`src/hw/rtl/bmp_pkg.sv`:
```
// ----------------------------------------------------------------------------
// bmp_pkg
// Shared constants, control word layout and microprogram for the binomial
// coefficient (mod prime) core.
// ----------------------------------------------------------------------------
package bmp_pkg;

   // Field widths of the request and response
   localparam int TOP_W   = 16;
   localparam int PICK_W  = 16;
   localparam int VALUE_W = 30;

   // Factorial table
   localparam int TABLE_SIZE = 4096;
   localparam int TBL_AW     = $clog2(TABLE_SIZE);

   // Prime modulus and the derived Barrett constants
   localparam int MODULUS = 1000000007;
   localparam int MOD_W   = $clog2(MODULUS);
   localparam int MU_W    = MOD_W + 1;
   localparam int RES_W   = MOD_W + 2;
   localparam logic [MU_W-1:0]  BARRETT_MU =
      MU_W'((64'd1 << (2 * MOD_W)) / 64'(MODULUS));
   localparam logic [MOD_W-1:0] MOD_P      = MOD_W'(MODULUS);
   localparam logic [RES_W-1:0] MOD_P_X1   = RES_W'(64'(MODULUS));
   localparam logic [RES_W-1:0] MOD_P_X2   = RES_W'(64'(MODULUS) * 64'd2);

   // Fermat exponent p-2, walked from bit 0 upward
   localparam logic [MOD_W-1:0] FERMAT_EXP = MOD_W'(MODULUS - 2);
   localparam int BIT_W = $clog2(MOD_W);

   // Microprogram step addresses
   localparam int PC_W = 5;
   localparam logic [PC_W-1:0] S_INIT0     = 5'd0;
   localparam logic [PC_W-1:0] S_INIT_WR   = 5'd1;
   localparam logic [PC_W-1:0] S_INIT_MUL  = 5'd2;
   localparam logic [PC_W-1:0] S_INIT_WAIT = 5'd3;
   localparam logic [PC_W-1:0] S_INIT_JMP  = 5'd4;
   localparam logic [PC_W-1:0] S_IDLE      = 5'd5;
   localparam logic [PC_W-1:0] S_CHK       = 5'd6;
   localparam logic [PC_W-1:0] S_CHK2      = 5'd7;
   localparam logic [PC_W-1:0] S_LDB       = 5'd8;
   localparam logic [PC_W-1:0] S_LDN       = 5'd9;
   localparam logic [PC_W-1:0] S_W0        = 5'd10;
   localparam logic [PC_W-1:0] S_EA        = 5'd11;
   localparam logic [PC_W-1:0] S_EB        = 5'd12;
   localparam logic [PC_W-1:0] S_EW        = 5'd13;
   localparam logic [PC_W-1:0] S_EN        = 5'd14;
   localparam logic [PC_W-1:0] S_FIN       = 5'd15;
   localparam logic [PC_W-1:0] S_FW        = 5'd16;
   localparam logic [PC_W-1:0] S_OUT       = 5'd17;
   localparam logic [PC_W-1:0] S_OOR       = 5'd18;
   localparam logic [PC_W-1:0] S_ZERO      = 5'd19;

   // Jump conditions
   localparam logic [2:0] COND_NONE      = 3'd0;
   localparam logic [2:0] COND_ALWAYS    = 3'd1;
   localparam logic [2:0] COND_NO_START  = 3'd2;
   localparam logic [2:0] COND_MUL_BUSY  = 3'd3;
   localparam logic [2:0] COND_CNT_LAST  = 3'd4;
   localparam logic [2:0] COND_TOP_OOR   = 3'd5;
   localparam logic [2:0] COND_PICK_GT   = 3'd6;
   localparam logic [2:0] COND_BIT_MORE  = 3'd7;

   // Register actions
   localparam logic [3:0] ACT_NONE      = 4'd0;
   localparam logic [3:0] ACT_INIT      = 4'd1;
   localparam logic [3:0] ACT_CNT_INC   = 4'd2;
   localparam logic [3:0] ACT_CAPTURE   = 4'd3;
   localparam logic [3:0] ACT_LOAD_BASE = 4'd4;
   localparam logic [3:0] ACT_LOAD_NUM  = 4'd5;
   localparam logic [3:0] ACT_BIT_INC   = 4'd6;
   localparam logic [3:0] ACT_EMIT_VAL  = 4'd7;
   localparam logic [3:0] ACT_EMIT_OOR  = 4'd8;
   localparam logic [3:0] ACT_EMIT_ZERO = 4'd9;

   // Multiplier operand sources
   localparam logic [2:0] SRC_ACC   = 3'd0;
   localparam logic [2:0] SRC_BASE  = 3'd1;
   localparam logic [2:0] SRC_NUM   = 3'd2;
   localparam logic [2:0] SRC_CNT   = 3'd3;
   localparam logic [2:0] SRC_RDATA = 3'd4;

   // Multiplier result destinations
   localparam logic [1:0] DST_ACC  = 2'd0;
   localparam logic [1:0] DST_BASE = 2'd1;

   // Table address sources
   localparam logic [1:0] ADDR_CNT  = 2'd0;
   localparam logic [1:0] ADDR_PICK = 2'd1;
   localparam logic [1:0] ADDR_DIFF = 2'd2;
   localparam logic [1:0] ADDR_TOP  = 2'd3;

   typedef struct packed {
      logic [2:0]      cond;
      logic [PC_W-1:0] target;
      logic [3:0]      act;
      logic            mul_go;
      logic            mul_on_bit;
      logic [2:0]      src_a;
      logic [2:0]      src_b;
      logic [1:0]      dest;
      logic [1:0]      addr;
      logic            mem_we;
   } ctrl_word_type;

   typedef struct packed {
      logic mul_busy;
      logic cnt_last;
      logic top_oor;
      logic pick_gt;
      logic bit_more;
   } status_type;

   // Control store
   function automatic ctrl_word_type ucode(input logic [PC_W-1:0] pc);
      ctrl_word_type w;
      w = '0;
      case (pc)
         S_INIT0: begin
            w.act = ACT_INIT;
         end
         S_INIT_WR: begin
            w.addr   = ADDR_CNT;
            w.mem_we = 1'b1;
            w.act    = ACT_CNT_INC;
            w.cond   = COND_CNT_LAST;
            w.target = S_IDLE;
         end
         S_INIT_MUL: begin
            w.mul_go = 1'b1;
            w.src_a  = SRC_ACC;
            w.src_b  = SRC_CNT;
            w.dest   = DST_ACC;
         end
         S_INIT_WAIT: begin
            w.cond   = COND_MUL_BUSY;
            w.target = S_INIT_WAIT;
         end
         S_INIT_JMP: begin
            w.cond   = COND_ALWAYS;
            w.target = S_INIT_WR;
         end
         S_IDLE: begin
            w.act    = ACT_CAPTURE;
            w.cond   = COND_NO_START;
            w.target = S_IDLE;
         end
         S_CHK: begin
            w.addr   = ADDR_PICK;
            w.cond   = COND_TOP_OOR;
            w.target = S_OOR;
         end
         S_CHK2: begin
            w.addr   = ADDR_DIFF;
            w.act    = ACT_LOAD_BASE;
            w.cond   = COND_PICK_GT;
            w.target = S_ZERO;
         end
         S_LDB: begin
            w.addr   = ADDR_TOP;
            w.mul_go = 1'b1;
            w.src_a  = SRC_BASE;
            w.src_b  = SRC_RDATA;
            w.dest   = DST_BASE;
         end
         S_LDN: begin
            w.act = ACT_LOAD_NUM;
         end
         S_W0: begin
            w.cond   = COND_MUL_BUSY;
            w.target = S_W0;
         end
         S_EA: begin
            w.mul_go     = 1'b1;
            w.mul_on_bit = 1'b1;
            w.src_a      = SRC_ACC;
            w.src_b      = SRC_BASE;
            w.dest       = DST_ACC;
         end
         S_EB: begin
            w.mul_go = 1'b1;
            w.src_a  = SRC_BASE;
            w.src_b  = SRC_BASE;
            w.dest   = DST_BASE;
         end
         S_EW: begin
            w.cond   = COND_MUL_BUSY;
            w.target = S_EW;
         end
         S_EN: begin
            w.act    = ACT_BIT_INC;
            w.cond   = COND_BIT_MORE;
            w.target = S_EA;
         end
         S_FIN: begin
            w.mul_go = 1'b1;
            w.src_a  = SRC_ACC;
            w.src_b  = SRC_NUM;
            w.dest   = DST_ACC;
         end
         S_FW: begin
            w.cond   = COND_MUL_BUSY;
            w.target = S_FW;
         end
         S_OUT: begin
            w.act    = ACT_EMIT_VAL;
            w.cond   = COND_ALWAYS;
            w.target = S_IDLE;
         end
         S_OOR: begin
            w.act    = ACT_EMIT_OOR;
            w.cond   = COND_ALWAYS;
            w.target = S_IDLE;
         end
         S_ZERO: begin
            w.act    = ACT_EMIT_ZERO;
            w.cond   = COND_ALWAYS;
            w.target = S_IDLE;
         end
         default: begin
            w.cond   = COND_ALWAYS;
            w.target = S_IDLE;
         end
      endcase
      return w;
   endfunction

endpackage

```
`src/hw/rtl/bmp_sequencer.sv`:
```
// ----------------------------------------------------------------------------
// bmp_sequencer
// Step counter over the control store, with conditional jumps on datapath
// status and on the start command.
// ----------------------------------------------------------------------------
module bmp_sequencer
   import bmp_pkg::*;
(
   input  logic          clock,
   input  logic          reset,
   input  logic          start,
   input  status_type    status,
   output ctrl_word_type ctrl,
   output logic          busy
);

   logic [PC_W-1:0] pc_ff, pc_in;
   ctrl_word_type   word;
   logic            take;

   always_comb begin
      word = ucode(pc_ff);
      case (word.cond)
         COND_NONE:     take = 1'b0;
         COND_ALWAYS:   take = 1'b1;
         COND_NO_START: take = ~start;
         COND_MUL_BUSY: take = status.mul_busy;
         COND_CNT_LAST: take = status.cnt_last;
         COND_TOP_OOR:  take = status.top_oor;
         COND_PICK_GT:  take = status.pick_gt;
         COND_BIT_MORE: take = status.bit_more;
         default:       take = 1'b0;
      endcase
      pc_in = take ? word.target : pc_ff + 1'b1;
   end

   always_ff @(posedge clock) begin
      if (reset) begin
         pc_ff <= S_INIT0;
      end else begin
         pc_ff <= pc_in;
      end
   end

   assign ctrl = word;
   assign busy = pc_ff != S_IDLE;

endmodule

```
`config.mk`:
```
export PLATFORM = sky130hd
export DESIGN_NAME = bmp_sequencer
export DESIGN_NICKNAME = d
export VERILOG_FILES = /design/src/hw/rtl/bmp_pkg.sv /design/src/hw/rtl/bmp_sequencer.sv
export SDC_FILE = /design/constraint.sdc
export NUM_CORES = 1
export LEC_CHECK = 0
export ABC_AREA = 1
export BUFFER_PORTS_ARGS = -buffer_cell sky130_fd_sc_hd__buf_2
export CAP_MARGIN = 10
export CORE_MARGIN = 2
export CORE_UTILIZATION = 40
export CTS_CLUSTER_DIAMETER = 60
export DETAILED_ROUTE_END_ITERATION = 7
export GPL_TIMING_DRIVEN = 1
export PLACE_DENSITY = 0.77
export SLEW_MARGIN = 20
export SYNTH_ARGS = -nofsm -noshare
export SYNTH_HDL_FRONTEND = slang
export SYNTH_SLANG_ARGS = --single-unit
```
`constraint.sdc`:
```
create_clock -name clock -period 2 [get_ports clock]
set_input_delay 0.4 -clock clock [delete_from_list [all_inputs] [get_ports clock]]
set_output_delay 0.4 -clock clock [all_outputs]
set_load 0.005 [all_outputs]
```
==> flow_summary.json <==
{
  "area_growth_pct": 61.5,
  "power_uw": 2460,
  "final_cell_mix": "buf_2 (27), nand2_2 (20), buf_4 (19), inv_1 (16), nand2_1 (15)",
  "fin_cells": 220,
  "critPathRequiredTime_ps": 1600,
  "ys_top_cells_by_area": "nand2_1 (12%), dfxtp_1 (11%), inv_1 (10%), ha_1 (7.0%), nand3_1 (6.7%)",
  "place_congestion": 0.908,
  "fillCellCount": 189,
  "start_util": 0.413,
  "grt_pass1_vias": 1017,
  "grt_pass1_wl_um": 4410,
  "final_common_cell": "buf_2",
  "drt-total-wl_um": 3030,
  "largest_register_ffs": 5,
  "drv_cap": 0,
  "clk_pin_slew_worst_paths_ps": 40,
  "dieArea_um2": 2640,
  "netlist_area_um2": 897,
  "hold_viol": 0,
  "first_pass_iters": 4,
  "skew_ps": 2.26,
  "top_register": "pc_ff",
  "reg.largest.list": "pc_ff x5",
  "cts_root_buf": "clkbuf_4",
  "ant_nets": 0,
  "antenna_found_initial": 0,
  "period_minus_slack_ps": 2110,
  "seq_area_frac_synth": 0.112,
  "placed_cells": 201,
  "cp.arrival_ps": 1710,
  "drc": 0,
  "min_period_over_period": 1.06,
  "detail_route.wl_per_cell_um": 13.8,
  "drt_iter0_drc": 31,
  "regArea_um2": 111,
  "grt_overflow": 0,
  "crit_path_end_kind": "output pin",
  "ys.warnings.count": 0,
  "clkLatencyLatePin_ps": 240,
  "insertedDiodeCount": 0,
  "dp_hpwl_um": 1870,
  "die_h_um": 51.4,
  "grt_max_degree": 11,
  "status": "finished, violations left",
  "tns_ps": -321,
  "hold_path.class": "in -> reg",
  "cts_tree": "built",
  "failed_checks": "setup timing",
  "fin_nets": 206,
  "leakage_uw": 0.000804,
  "hold_buffers": 0,
  "report.final.slew_viol_count": 0,
  "path_class": "reg -> out",
  "setup_ws_ps": -114,
  "cts.sinks": 5,
  "core_um2": 2170,
  "rsz0062_at_grt": "true",
  "multiInputGateArea_um2": 837,
  "grt.total_usage": 0.222,
  "p_per_area_nw_per_um2": 1700,
  "setup_viol": 5,
  "cts_buffer_depth": 2,
  "ys_types": 25,
  "ir_drop_mv": 1.10,
  "synth_top_area_frac": 0.117,
  "drive_above_1_share": 0.651,
  "cts_buffers": 3,
  "cp-start-kind": "flop",
  "fmax_mhz": 473,
  "synthCells": 140,
  "synth_top_area_cell": "nand2_1",
  "holdWs_ps": 442,
  "avgViaCountPerCell": 4.99,
  "h-tree-depth": 1,
  "dieWidth_um": 51.4,
  "num_rows": 17,
  "avgSynthCellArea_um2": 6.41,
  "portBuffers": 30,
  "vias": 1097,
  "io_pins": 34,
  "synth_seq_cells": 5,
  "critPathMaxFanout": 4
}
==> kinds of logic after synthesis <==
logic type      synth area share
fa+ha+maj                 0.0697
compound gates            0.0851
xor+xnor                  0.0195
other cells              0.00418
flops                      0.112
simple gates               0.555
buf+inv                    0.155
==> final cells by class <==
class                      instances  share of cell area
sequential                         5              0.0769
clock buffer                       4              0.0181
multi-input combinational        107               0.578
tap                               28              0.0242
inverter                          26              0.0803
timing repair buffer              50               0.223
==> synthesized netlist by cell type <==
| cell type | count |
|---|---|
| xor2_1 | 1 |
| nor2_2 | 8 |
| nand4_1 | 2 |
| nand2_2 | 9 |
| xnor2_1 | 1 |
| buf_4 | 5 |
| nand3_1 | 12 |
| o21ai_2 | 1 |
| inv_1 | 24 |
| clkinv_2 | 1 |
| nand3_4 | 2 |
| a21oi_1 | 7 |
| conb_1 | 1 |
| o21a_1 | 1 |
| nor2_8 | 1 |
| dfxtp_1 | 5 |
| ha_1 | 5 |
| nand3_2 | 2 |
| inv_4 | 1 |
| nand2_1 | 28 |
| nor2_1 | 10 |
| nor2_4 | 5 |
| o211ai_1 | 2 |
| nand2_4 | 4 |
| o21ai_0 | 2 |
==> power by group <==
group / switching, uW / internal, uW / total [uW]
Combinational: 1190 / 908 / 2090
Sequential: 94.5 / 158 / 252
Clock: 39.1 / 75.3 / 114
==> worst paths after layout <==
path / startpoint / to / slack (ps) / cells past startpoint
worst min-delay path: reset / pc_ff[1]$_SDFF_PP0_ / 440 / 4
worst max-delay path: pc_ff[1]$_SDFF_PP0_ / ctrl[19] / -110 / 10
worst max register to register: pc_ff[0]$_SDFF_PP0_ / pc_ff[0]$_SDFF_PP0_ / 50 / 14
worst min register to register: pc_ff[0]$_SDFF_PP0_ / pc_ff[0]$_SDFF_PP0_ / 700 / 4
==> stage by stage <==
| stage | instance area (um^2) | setup WS (ps) | util |
|---|---|---|---|
| finish | 1450 | -114 | 0.668 |
| floorplan | 905 | 215 | - |
| global route | 1450 | -172 | 0.668 |
| CTS | 1350 | -48.7 | 0.622 |
| global placement | 1100 | 37.6 | 0.506 |
| detailed placement | 1100 | -10.4 | 0.506 |
==> layer usage <==
layer | vias up | GRT usage | share of wire
met5 | - | 0 | 0
met4 | 0 | 0.101 | 0.030
met3 | 10 | 0.0205 | 0.037
met2 | 35 | 0.418 | 0.53
met1 | 512 | 0.248 | 0.40
li1 | 540 | - | -
==> critical path: stages (launching register included) <==
cell	delay, ps
dfxtp_4	370
ha_4	170
inv_4	80
nor2_4	50
ha_4	150
inv_2	60
nand2_4	60
nor2_4	120
nand4_1	170
o21ai_2	120
buf_2	140
==> repair_timing <==
| item | in CTS | in global routing |
|---|---|---|
| cloned | 0 | 1 |
| buffers inserted | 12 | 3 |
| endpoints found under the setup margin | 7 | 14 |
| gates resized for setup | 51 | 14 |
| pin swaps | 14 | 11 |
Power figures use the tool's default switching activity.
